## src/sv/salience_slot_table_core_defines.svh

```systemverilog
// assertion macros for the salience slot table
// used by the datapath, no other dependencies
`ifndef SALIENCE_SLOT_TABLE_CORE_DEFINES_SVH
`define SALIENCE_SLOT_TABLE_CORE_DEFINES_SVH
`ifndef SYNTHESIS
`define SST_ASSERT(lbl, clk, rst, prop) \
   lbl: assert property (@(posedge clk) disable iff (rst) (prop)) \
      else $error("sst: invariant violated");
`define SST_ASSERT_NEXT(lbl, clk, rst, ante, cons) \
   lbl: assert property (@(posedge clk) disable iff (rst) (ante) |=> (cons)) \
      else $error("sst: sequence check failed");
`else
`define SST_ASSERT(lbl, clk, rst, prop)
`define SST_ASSERT_NEXT(lbl, clk, rst, ante, cons)
`endif
`endif

```

## src/sv/sst_pkg.sv

```systemverilog
// shared types and constants for the salience slot table
// no dependencies
package sst_pkg;

   localparam int CMD_W    = 2;
   localparam int NODE_W   = 32;
   localparam int SAL_W    = 16;
   localparam int OUTC_W   = 3;
   localparam int SLOTO_W  = 4;
   localparam int OCC_W    = 5;
   localparam int CSR_IDX_W = 1;
   localparam int CSR_DAT_W = 16;

   localparam logic [SAL_W-1:0] ONE_Q15 = 16'h8000;

   localparam logic [CMD_W-1:0] CMD_INSERT = 2'd0;
   localparam logic [CMD_W-1:0] CMD_DECAY  = 2'd1;
   localparam logic [CMD_W-1:0] CMD_CLEAR  = 2'd2;

   localparam logic [OUTC_W-1:0] OUT_REINFORCED = 3'd0;
   localparam logic [OUTC_W-1:0] OUT_ADDED      = 3'd1;
   localparam logic [OUTC_W-1:0] OUT_REPLACED   = 3'd2;
   localparam logic [OUTC_W-1:0] OUT_REJECTED   = 3'd3;
   localparam logic [OUTC_W-1:0] OUT_DECAYED    = 3'd4;
   localparam logic [OUTC_W-1:0] OUT_CLEARED    = 3'd5;

   localparam logic [CSR_IDX_W-1:0] REG_DECAY_FACTOR   = 1'd0;
   localparam logic [CSR_IDX_W-1:0] REG_KEEP_THRESHOLD = 1'd1;

   localparam logic [CSR_DAT_W-1:0] DECAY_FACTOR_RST   = 16'd52429;
   localparam logic [CSR_DAT_W-1:0] KEEP_THRESHOLD_RST = 16'd1638;

   typedef enum logic [1:0] {
      ST_IDLE,
      ST_SWEEP,
      ST_DRAIN,
      ST_FINISH
   } state_type;

   typedef struct packed {
      logic load;
      logic rd_en;
      logic finish;
   } ctl_type;

   typedef struct packed {
      logic sweep_done;
      logic pipe_busy;
      logic out_busy;
   } sts_type;

endpackage

```

## src/sv/sst_if.sv

```systemverilog
// request, response and register write channels of the salience slot table
// depends on sst_pkg
interface sst_req_if import sst_pkg::*; ();
   logic                valid;
   logic                ready;
   logic [CMD_W-1:0]    command;
   logic [NODE_W-1:0]   node_id;
   logic [SAL_W-1:0]    salience;

   modport source (output valid, command, node_id, salience, input ready);
   modport sink   (input valid, command, node_id, salience, output ready);
endinterface

interface sst_rsp_if import sst_pkg::*; ();
   logic                valid;
   logic                ready;
   logic [OUTC_W-1:0]   outcome;
   logic [SLOTO_W-1:0]  slot_index;
   logic [NODE_W-1:0]   displaced_node;
   logic [OCC_W-1:0]    occupied;

   modport source (output valid, outcome, slot_index, displaced_node, occupied,
                   input ready);
   modport sink   (input valid, outcome, slot_index, displaced_node, occupied,
                   output ready);
endinterface

interface sst_csr_if import sst_pkg::*; ();
   logic                 valid;
   logic                 ready;
   logic [CSR_IDX_W-1:0] index;
   logic [CSR_DAT_W-1:0] data;

   modport source (output valid, index, data, input ready);
   modport sink   (input valid, index, data, output ready);
endinterface

```

## src/sv/sst_ctrl.sv

```systemverilog
// sequencing state machine for the salience slot table
// depends on sst_pkg, drives the datapath through ctl_type commands
module sst_ctrl import sst_pkg::*; (
   input  logic    clock,
   input  logic    reset,
   input  logic    req_valid,
   output logic    req_ready,
   input  sts_type sts,
   output ctl_type ctl
);

   state_type state_ff, state_in;

   always_ff @(posedge clock) begin
      if (reset) begin
         state_ff <= ST_IDLE;
      end else begin
         state_ff <= state_in;
      end
   end

   always_comb begin
      state_in = state_ff;
      unique case (state_ff)
         ST_IDLE: begin
            if (req_valid) state_in = ST_SWEEP;
         end
         ST_SWEEP: begin
            if (sts.sweep_done) state_in = ST_DRAIN;
         end
         ST_DRAIN: begin
            if (!sts.pipe_busy) state_in = ST_FINISH;
         end
         ST_FINISH: begin
            if (!sts.out_busy) state_in = ST_IDLE;
         end
         default: state_in = ST_IDLE;
      endcase
   end

   always_comb begin
      req_ready  = 1'b0;
      ctl        = '0;
      unique case (state_ff)
         ST_IDLE: begin
            req_ready = 1'b1;
            ctl.load  = req_valid;
         end
         ST_SWEEP: begin
            ctl.rd_en = !sts.sweep_done;
         end
         ST_DRAIN: begin
         end
         ST_FINISH: begin
            ctl.finish = !sts.out_busy;
         end
         default: begin
         end
      endcase
   end

endmodule

```

## src/sv/sst_dpath.sv

```systemverilog
// slot memories, sweep pipeline, decay multiplier and result register
// depends on sst_pkg and the assertion macro header
`include "salience_slot_table_core_defines.svh"
module sst_dpath import sst_pkg::*; #(
   parameter int SLOTS = 16
) (
   input  logic                 clock,
   input  logic                 reset,
   input  ctl_type              ctl,
   output sts_type              sts,
   input  logic [CMD_W-1:0]     req_command,
   input  logic [NODE_W-1:0]    req_node_id,
   input  logic [SAL_W-1:0]     req_salience,
   input  logic                 csr_valid,
   input  logic [CSR_IDX_W-1:0] csr_index,
   input  logic [CSR_DAT_W-1:0] csr_data,
   output logic                 rsp_valid,
   input  logic                 rsp_ready,
   output logic [OUTC_W-1:0]    rsp_outcome,
   output logic [SLOTO_W-1:0]   rsp_slot_index,
   output logic [NODE_W-1:0]    rsp_displaced_node,
   output logic [OCC_W-1:0]     rsp_occupied
);

   localparam int AW = $clog2(SLOTS);
   localparam int CW = $clog2(SLOTS + 1);

   logic [NODE_W-1:0] node_mem [SLOTS];
   logic [SAL_W-1:0]  wt_mem   [SLOTS];

   // captured request
   logic [CMD_W-1:0]  cmd_ff;
   logic [NODE_W-1:0] id_ff;
   logic [SAL_W-1:0]  sal_ff;

   logic [CW-1:0] ptr_ff, k_ff, k_in, used_ff, used_in;
   logic [CSR_DAT_W-1:0] factor_ff, thr_ff;

   // stage 1: registered memory read
   logic              v1_ff;
   logic [NODE_W-1:0] rd_node_ff;
   logic [SAL_W-1:0]  rd_wt_ff;
   logic [AW-1:0]     idx1_ff;

   // stage 2: decay product
   logic              v2_ff;
   logic [NODE_W-1:0] node2_ff;
   logic [2*SAL_W-1:0] prod_ff;
   logic [SAL_W-1:0]  w2;
   logic              keep;

   // insert search results
   logic              hit_ff, min_ok_ff;
   logic [AW-1:0]     hit_idx_ff, min_idx_ff;
   logic [SAL_W-1:0]  hit_wt_ff, min_wt_ff;
   logic [NODE_W-1:0] min_node_ff;

   // memory write port
   logic              we;
   logic [AW-1:0]     waddr;
   logic [NODE_W-1:0] wnode;
   logic [SAL_W-1:0]  wwt;

   logic [SAL_W:0]    sum;
   logic [OUTC_W-1:0] fin_outcome;
   logic [AW-1:0]     fin_slot;
   logic [NODE_W-1:0] fin_disp;
   logic              fin_emit;

   logic              out_valid_ff;
   logic [OUTC_W-1:0] out_outcome_ff;
   logic [SLOTO_W-1:0] out_slot_ff;
   logic [NODE_W-1:0] out_disp_ff;
   logic [OCC_W-1:0]  out_occ_ff;

   assign w2   = prod_ff[2*SAL_W-1:SAL_W];
   assign keep = v2_ff && (w2 > thr_ff);
   assign sum  = {1'b0, hit_wt_ff} + {1'b0, sal_ff};

   assign sts.sweep_done = (ptr_ff == used_ff) || (cmd_ff != CMD_INSERT && cmd_ff != CMD_DECAY);
   assign sts.pipe_busy  = v1_ff || v2_ff;
   assign sts.out_busy   = out_valid_ff && !rsp_ready;

   always_comb begin
      we          = keep;
      waddr       = k_ff[AW-1:0];
      wnode       = node2_ff;
      wwt         = w2;
      k_in        = keep ? k_ff + CW'(1) : k_ff;
      used_in     = used_ff;
      fin_emit    = 1'b0;
      fin_outcome = OUT_REJECTED;
      fin_slot    = '0;
      fin_disp    = '0;
      if (ctl.load) k_in = '0;
      if (ctl.finish) begin
         case (cmd_ff)
            CMD_INSERT: begin
               fin_emit = 1'b1;
               if (hit_ff) begin
                  we          = 1'b1;
                  waddr       = hit_idx_ff;
                  wnode       = id_ff;
                  wwt         = (sum > {1'b0, ONE_Q15}) ? ONE_Q15 : sum[SAL_W-1:0];
                  fin_outcome = OUT_REINFORCED;
                  fin_slot    = hit_idx_ff;
               end else if (used_ff < CW'(SLOTS)) begin
                  we          = 1'b1;
                  waddr       = used_ff[AW-1:0];
                  wnode       = id_ff;
                  wwt         = sal_ff;
                  used_in     = used_ff + CW'(1);
                  fin_outcome = OUT_ADDED;
                  fin_slot    = used_ff[AW-1:0];
               end else if (sal_ff > min_wt_ff) begin
                  we          = 1'b1;
                  waddr       = min_idx_ff;
                  wnode       = id_ff;
                  wwt         = sal_ff;
                  fin_outcome = OUT_REPLACED;
                  fin_slot    = min_idx_ff;
                  fin_disp    = min_node_ff;
               end
            end
            CMD_DECAY: begin
               fin_emit    = 1'b1;
               used_in     = k_ff;
               fin_outcome = OUT_DECAYED;
            end
            CMD_CLEAR: begin
               fin_emit    = 1'b1;
               used_in     = '0;
               fin_outcome = OUT_CLEARED;
            end
            default: begin
            end
         endcase
      end
   end

   // memories: one write and one registered read per cycle
   always_ff @(posedge clock) begin
      if (we) begin
         node_mem[waddr] <= wnode;
         wt_mem[waddr]   <= wwt;
      end
      if (ctl.rd_en) begin
         rd_node_ff <= node_mem[ptr_ff[AW-1:0]];
         rd_wt_ff   <= wt_mem[ptr_ff[AW-1:0]];
      end
   end

   always_ff @(posedge clock) begin
      if (ctl.load) begin
         id_ff  <= req_node_id;
         sal_ff <= (req_salience > ONE_Q15) ? ONE_Q15 : req_salience;
      end
      idx1_ff  <= ptr_ff[AW-1:0];
      node2_ff <= rd_node_ff;
      prod_ff  <= rd_wt_ff * factor_ff;
      if (v1_ff && cmd_ff == CMD_INSERT) begin
         if (!hit_ff && rd_node_ff == id_ff) begin
            hit_idx_ff <= idx1_ff;
            hit_wt_ff  <= rd_wt_ff;
         end
         // strict compare keeps the first slot of lowest salience
         if (!min_ok_ff || rd_wt_ff < min_wt_ff) begin
            min_idx_ff  <= idx1_ff;
            min_wt_ff   <= rd_wt_ff;
            min_node_ff <= rd_node_ff;
         end
      end
      if (ctl.finish && fin_emit) begin
         out_outcome_ff <= fin_outcome;
         out_slot_ff    <= SLOTO_W'(fin_slot);
         out_disp_ff    <= fin_disp;
         out_occ_ff     <= OCC_W'(used_in);
      end
   end

   always_ff @(posedge clock) begin
      if (reset) begin
         cmd_ff       <= CMD_CLEAR;
         ptr_ff       <= '0;
         k_ff         <= '0;
         used_ff      <= '0;
         v1_ff        <= 1'b0;
         v2_ff        <= 1'b0;
         hit_ff       <= 1'b0;
         min_ok_ff    <= 1'b0;
         out_valid_ff <= 1'b0;
         factor_ff    <= DECAY_FACTOR_RST;
         thr_ff       <= KEEP_THRESHOLD_RST;
      end else begin
         if (ctl.load) begin
            cmd_ff <= req_command;
            ptr_ff <= '0;
         end else if (ctl.rd_en) begin
            ptr_ff <= ptr_ff + CW'(1);
         end
         k_ff    <= k_in;
         used_ff <= used_in;
         v1_ff   <= ctl.rd_en;
         v2_ff   <= v1_ff && cmd_ff == CMD_DECAY;
         if (ctl.load) begin
            hit_ff    <= 1'b0;
            min_ok_ff <= 1'b0;
         end else if (v1_ff && cmd_ff == CMD_INSERT) begin
            min_ok_ff <= 1'b1;
            if (rd_node_ff == id_ff) hit_ff <= 1'b1;
         end
         if (ctl.finish && fin_emit) begin
            out_valid_ff <= 1'b1;
         end else if (rsp_ready) begin
            out_valid_ff <= 1'b0;
         end
         if (csr_valid) begin
            unique case (csr_index)
               REG_DECAY_FACTOR:   factor_ff <= csr_data;
               REG_KEEP_THRESHOLD: thr_ff    <= csr_data;
               default: begin
               end
            endcase
         end
      end
   end

   assign rsp_valid          = out_valid_ff;
   assign rsp_outcome        = out_outcome_ff;
   assign rsp_slot_index     = out_slot_ff;
   assign rsp_displaced_node = out_disp_ff;
   assign rsp_occupied       = out_occ_ff;

   `SST_ASSERT(a_used_bound, clock, reset, used_ff <= CW'(SLOTS))
   `SST_ASSERT(a_compact_behind_read, clock, reset, k_ff <= ptr_ff)
   `SST_ASSERT(a_finish_pipe_empty, clock, reset, !ctl.finish || !(v1_ff || v2_ff))
   `SST_ASSERT_NEXT(a_load_restarts, clock, reset, ctl.load, ptr_ff == '0 && k_ff == '0)

endmodule

```

## src/sv/salience_slot_table_core.sv

```systemverilog
// salience slot table top level: joins the controller and the datapath
// depends on sst_pkg, sst_if, sst_ctrl and sst_dpath
// a request steps through the sweep, drain and finish states; insert and decay read each
// occupied slot in the sweep, decay also passes through the decay product register, clear reads none
// throughput: one request in flight; the next is taken in idle, entered as the result is
// registered; a result still waiting holds the finish step. reads one slot per cycle
// reset: synchronous, clears the table count and restores register defaults
module salience_slot_table_core import sst_pkg::*; #(
   parameter int SLOTS = 16
) (
   input  logic  clock,
   input  logic  reset,
   sst_req_if.sink   req,
   sst_rsp_if.source rsp,
   sst_csr_if.sink   csr
);

   ctl_type ctl;
   sts_type sts;

   assign csr.ready = 1'b1;

   sst_ctrl u_ctrl (
      .clock     (clock),
      .reset     (reset),
      .req_valid (req.valid),
      .req_ready (req.ready),
      .sts       (sts),
      .ctl       (ctl)
   );

   sst_dpath #(
      .SLOTS (SLOTS)
   ) u_dpath (
      .clock              (clock),
      .reset              (reset),
      .ctl                (ctl),
      .sts                (sts),
      .req_command        (req.command),
      .req_node_id        (req.node_id),
      .req_salience       (req.salience),
      .csr_valid          (csr.valid),
      .csr_index          (csr.index),
      .csr_data           (csr.data),
      .rsp_valid          (rsp.valid),
      .rsp_ready          (rsp.ready),
      .rsp_outcome        (rsp.outcome),
      .rsp_slot_index     (rsp.slot_index),
      .rsp_displaced_node (rsp.displaced_node),
      .rsp_occupied       (rsp.occupied)
   );

endmodule
```

## src/flat_wrapper.sv

```systemverilog
// flat-port wrapper written by rule: the top's interface ports become plain ports
module salience_slot_table_core_flat import sst_pkg::*;
#(
   parameter int SLOTS = 16
)
  (clock, reset, req_valid, req_command, req_node_id, req_salience, req_ready, rsp_valid, rsp_outcome, rsp_slot_index, rsp_displaced_node, rsp_occupied, rsp_ready, csr_valid, csr_index, csr_data, csr_ready);
  sst_req_if req_i ();
  sst_rsp_if rsp_i ();
  sst_csr_if csr_i ();
  input  logic clock;
  input  logic reset;
  input wire logic [$bits(req_i.valid)-1:0] req_valid;
  input wire logic [$bits(req_i.command)-1:0] req_command;
  input wire logic [$bits(req_i.node_id)-1:0] req_node_id;
  input wire logic [$bits(req_i.salience)-1:0] req_salience;
  output wire logic [$bits(req_i.ready)-1:0] req_ready;
  output wire logic [$bits(rsp_i.valid)-1:0] rsp_valid;
  output wire logic [$bits(rsp_i.outcome)-1:0] rsp_outcome;
  output wire logic [$bits(rsp_i.slot_index)-1:0] rsp_slot_index;
  output wire logic [$bits(rsp_i.displaced_node)-1:0] rsp_displaced_node;
  output wire logic [$bits(rsp_i.occupied)-1:0] rsp_occupied;
  input wire logic [$bits(rsp_i.ready)-1:0] rsp_ready;
  input wire logic [$bits(csr_i.valid)-1:0] csr_valid;
  input wire logic [$bits(csr_i.index)-1:0] csr_index;
  input wire logic [$bits(csr_i.data)-1:0] csr_data;
  output wire logic [$bits(csr_i.ready)-1:0] csr_ready;
  assign req_i.valid = req_valid;
  assign req_i.command = req_command;
  assign req_i.node_id = req_node_id;
  assign req_i.salience = req_salience;
  assign req_ready = req_i.ready;
  assign rsp_valid = rsp_i.valid;
  assign rsp_outcome = rsp_i.outcome;
  assign rsp_slot_index = rsp_i.slot_index;
  assign rsp_displaced_node = rsp_i.displaced_node;
  assign rsp_occupied = rsp_i.occupied;
  assign rsp_i.ready = rsp_ready;
  assign csr_i.valid = csr_valid;
  assign csr_i.index = csr_index;
  assign csr_i.data = csr_data;
  assign csr_ready = csr_i.ready;
  salience_slot_table_core #(.SLOTS(SLOTS)) u_core (.clock(clock), .reset(reset), .req(req_i), .rsp(rsp_i), .csr(csr_i));
endmodule
```

## config.mk

```make
export PLATFORM = sky130hd
export DESIGN_NAME = salience_slot_table_core_flat
export DESIGN_NICKNAME = d
export VERILOG_FILES = /design/src/sv/sst_pkg.sv /design/src/sv/sst_if.sv /design/src/sv/sst_ctrl.sv /design/src/sv/sst_dpath.sv /design/src/sv/salience_slot_table_core.sv /design/src/flat_wrapper.sv
export VERILOG_INCLUDE_DIRS = /design/src /design/src/sv
export SDC_FILE = /design/constraint.sdc
export NUM_CORES = 2
export LEC_CHECK = 0
export BUFFER_PORTS_ARGS = -buffer_cell sky130_fd_sc_hd__buf_2
export CAP_MARGIN = 20
export CORE_MARGIN = 1.5
export CORE_UTILIZATION = 45
export DETAILED_ROUTE_END_ITERATION = 6
export HOLD_SLACK_MARGIN = 0.05
export PLACE_DENSITY = 0.64
export SLEW_MARGIN = 40
export SYNTH_ARGS = -nofsm -noshare
export SYNTH_HDL_FRONTEND = slang
export SYNTH_HIERARCHICAL = 1
export SYNTH_SLANG_ARGS = --single-unit
export TNS_END_PERCENT = 1
```

## constraint.sdc

```tcl
create_clock -name clock -period 7.8 [get_ports clock]
set_clock_uncertainty 0.15 [all_clocks]
set_input_delay 1.17 -clock clock [delete_from_list [all_inputs] [get_ports clock]]
set_output_delay 1.17 -clock clock [all_outputs]
set_load 0.02 [all_outputs]
```

==> impl_metrics.py <==
metrics = {
    "floorplanning": {
        "fp.dieW_um": 337,
        "io-pin-count": 119,
        "rows": 122,
        "core_um2": 111000,
        "start_util": 0.454,
        "die_h_um": 337,
        "fp.dieArea_um2": 114000,
    },
    "cells_and_area": {
        "final_cell_mix": "980 x sky130_fd_sc_hd__edfxtp_1, 321 x sky130_fd_sc_hd__nand2_1, 280 x sky130_fd_sc_hd__inv_1, 240 x sky130_fd_sc_hd__mux4_2, 194 x sky130_fd_sc_hd__fa_1",
        "final_common_cell": "sky130_fd_sc_hd__edfxtp_1",
        "n_antenna_cell": 0,
        "design_area_um2": 56700,
        "core_utilization_of_the_finished_layout": 0.512,
        "drive_above_1_share": 0.199,
        "area_delta_synth_final_pct": 12.8,
        "final_nets": 3703,
    },
    "critical_path": {
        "path_max_fanout": 19,
        "cp.required_ps": 8260,
        "end_kind": "flop",
        "worstSetupStartpointType": "flop",
        "timing_worst_setup_path_type": "reg2reg",
        "crit_arrival_ps": 6980,
    },
    "route": {
        "dr.pass1.iters": 5,
        "remaining_drc_errors": 0,
        "routed_wl_mm": 123,
        "via_per_inst": 5.57,
        "num_vias": 26992,
        "avgRoutedWirePerCell_um": 25.4,
        "final_antenna_net_count": 0,
        "drt_iter0_markers": 2729,
    },
    "run": {
        "cap_violations": 0,
    },
    "yosys": {
        "post_synthesis_register_bit_count": 1088,
        "yosysWarningCount": 6,
        "synth_edf_count": 980,
        "yosysUniqueCellTypes": 79,
        "synthArstFlopShare": 0,
        "synthesis.area_per_instance_um2": 16.2,
        "synth_sequential_area_ratio": 0.629,
        "netlist_area_um2": 50200,
        "synth_flop_cell": "sky130_fd_sc_hd__edfxtp_1",
        "synth_nets": 3544,
        "post_synth_inst_count": 3103,
    },
    "clock_tree": {
        "tritoncts": "done",
        "hold_fix_buffers_cts": 0,
        "ctsLongestPathBuffers": 3,
        "post_cts_setup_buffers": 0,
        "cts-resized-gates": 0,
        "cts.reportedPaths.clkPinSlew_ps": 70,
        "sink_count_of_the_clock_tree": 1088,
        "worstSkewPairLatency_ps": 730,
        "clock_tree.root_cell": "sky130_fd_sc_hd__clkbuf_16",
        "cts_max_level": 3,
        "tritoncts.num_buffers": 108,
    },
    "placed_design": {
        "place_congestion": 0.924,
        "placed_area_um2": 53000,
        "post-place-ws_ps": 1290,
        "place.detailed.hpwl_mm": 75.2,
        "port-buffer-count": 117,
    },
    "pwr": {
        "power.switching_mw": 4.68,
        "comb_power_share": 0.227,
        "power_per_cell_area_nw_per_um2": 281,
        "worst_ir_drop_vdd_uv": 258,
        "swShare": 0.294,
        "seqPwrFrac": 0.438,
        "power.internal_mw": 11.3,
        "clockPowerShare": 0.335,
        "p_leak_nw": 20.1,
    },
    "timing": {
        "setup_tns_ps": 0,
        "final-hold-violation-count": 0,
        "relSlewSlack": 0.431,
        "finalSetupViolations": 0,
        "finalWorstSetupSlack_ps": 1280,
        "finalCritPeriodShare": 0.836,
        "fin_crit_ps": 6520,
        "timing_worst_slew_pin_value_ps": 852,
        "slew_viol_final": 0,
        "unrepaired_setup_endpoints_after_global_routing": "no",
        "hold_ws_ps": 275,
        "max_freq_mhz": 153,
    },
    "global_route": {
        "antenna_found_initial": 3,
        "grt_max_degree": 85,
        "grt_pass1_vias": 27588,
        "track_usage": 0.220,
        "grt_pass1_wl_mm": 182,
        "gr-total-overflow": 0,
    },
    "run_status": {
        "run_status": "completed",
    },
    "min_path": {
        "holdCritPathClass": "reg2reg",
    },
}
-- kinds of logic after synthesis --
| logic type | synth area share |
|---|---|
| adders and majority gates | 0.121 |
| and+or+nand+nor | 0.0676 |
| AOI/OAI and AO/OA | 0.0294 |
| other | 0.0000746 |
| buffers and inverters | 0.0317 |
| xor gates and xnor gates | 0.0131 |
| DFF | 0.629 |
| muxes | 0.109 |
-- sequential cells by signal, indices dropped and copies added (netlist names), 3 cells and up --
signal / flops
u_core/u_dpath/node2_ff: 32
u_core/u_dpath/min_node_ff: 32
u_core/u_dpath/node_mem: 512
u_core/u_dpath/factor_ff: 16
u_core/u_dpath/hit_idx_ff: 4
u_core/u_dpath/thr_ff: 16
u_core/u_dpath/rsp_outcome: 3
u_core/u_dpath/sal_ff: 16
u_core/u_dpath/used_ff: 5
u_core/u_dpath/rsp_slot_index: 4
u_core/u_dpath/idx1_ff: 4
u_core/u_dpath/rd_wt_ff: 16
u_core/u_dpath/rsp_displaced_node: 32
u_core/u_dpath/rsp_occupied: 5
u_core/u_dpath/rd_node_ff: 32
u_core/u_dpath/k_ff: 5
u_core/u_dpath/hit_wt_ff: 16
u_core/u_dpath/wt_mem: 256
u_core/u_dpath/ptr_ff: 5
u_core/u_dpath/prod_ff: 16
u_core/u_dpath/min_idx_ff: 4
u_core/u_dpath/min_wt_ff: 16
u_core/u_dpath/id_ff: 32
-- critical path, cell delays in order, from the launching register on --
cell	delay (ps)
sky130_fd_sc_hd__edfxtp_1	860
sky130_fd_sc_hd__nand2_1	170
sky130_fd_sc_hd__fa_1	520
sky130_fd_sc_hd__fa_1	580
sky130_fd_sc_hd__fa_1	450
sky130_fd_sc_hd__fa_1	550
sky130_fd_sc_hd__inv_1	50
sky130_fd_sc_hd__fa_1	470
sky130_fd_sc_hd__inv_1	50
sky130_fd_sc_hd__fa_1	470
sky130_fd_sc_hd__inv_1	40
sky130_fd_sc_hd__ha_1	290
sky130_fd_sc_hd__a21oi_1	290
sky130_fd_sc_hd__o211ai_1	170
sky130_fd_sc_hd__a31oi_1	400
sky130_fd_sc_hd__o211ai_1	270
sky130_fd_sc_hd__or2_2	350
sky130_fd_sc_hd__a21oi_1	180
sky130_fd_sc_hd__xnor2_1	130
-- through the flow --
stage	std cells	power (mW)
floorplan	3103	9.61
global placement	4636	10.6
detailed placement	4639	10.7
CTS	4843	16.0
global route	4844	16.7
finish	4844	15.9
-- Yosys cell counts (37+ instances only) --
cell                       instances  area, um2
sky130_fd_sc_hd__nand2_1         322       1210
sky130_fd_sc_hd__a21oi_1          68        340
sky130_fd_sc_hd__dfxtp_1         108       2160
sky130_fd_sc_hd__edfxtp_1        980      29400
sky130_fd_sc_hd__ha_1            175       2190
sky130_fd_sc_hd__and2_1          162       1010
sky130_fd_sc_hd__xor2_1           46        403
sky130_fd_sc_hd__nand3_1          37        185
sky130_fd_sc_hd__inv_1           283       1060
sky130_fd_sc_hd__clkbuf_1         98        368
sky130_fd_sc_hd__fa_1            194       3880
sky130_fd_sc_hd__nor2_1           40        150
sky130_fd_sc_hd__mux4_2          240       5410
-- metal layers --
metal | track usage | wire (um) | vias up
met1 | 0.308 | 51800 | 14038
met3 | 0.0325 | 8470 | 204
li1 | - | - | 11746
met4 | 0.0661 | 3430 | 6
met5 | 0 | 45 | -
met2 | 0.357 | 59000 | 998
-- cell type report --
cell class | count | area (um2)
fillers | 9063 | 54000
flip-flops and latches | 1088 | 31600
multi-input cells | 1601 | 17300
clock buffers | 149 | 3050
well taps | 1488 | 1860
repair buffers | 177 | 1170
inverters | 286 | 1070
clock inverters | 55 | 663
-- final timing paths --
check,end,cells after the start,startpoint,slack (ps)
max,u_core/u_dpath/prod_ff[22],18,u_core/u_dpath/rd_wt_ff[9],1280
min,u_core/u_dpath/node2_ff[12],0,u_core/u_dpath/rd_node_ff[12],280
max reg2reg,u_core/u_dpath/prod_ff[22],18,u_core/u_dpath/rd_wt_ff[9],1280
min reg2reg,u_core/u_dpath/node2_ff[12],0,u_core/u_dpath/rd_node_ff[12],280
-- power groups by stage --
stage	Clock [mW]	Sequential [mW]	Combinational, mW
2_1_floorplan	0	6.98	2.63
3_3_place_gp	0	7.10	3.54
3_5_place_dp	0	7.10	3.59
4_1_cts	5.44	6.98	3.61
5_1_grt	5.65	6.99	4.08
6_report	5.34	6.98	3.62
Note: power is estimated with default switching activity, not from simulation.
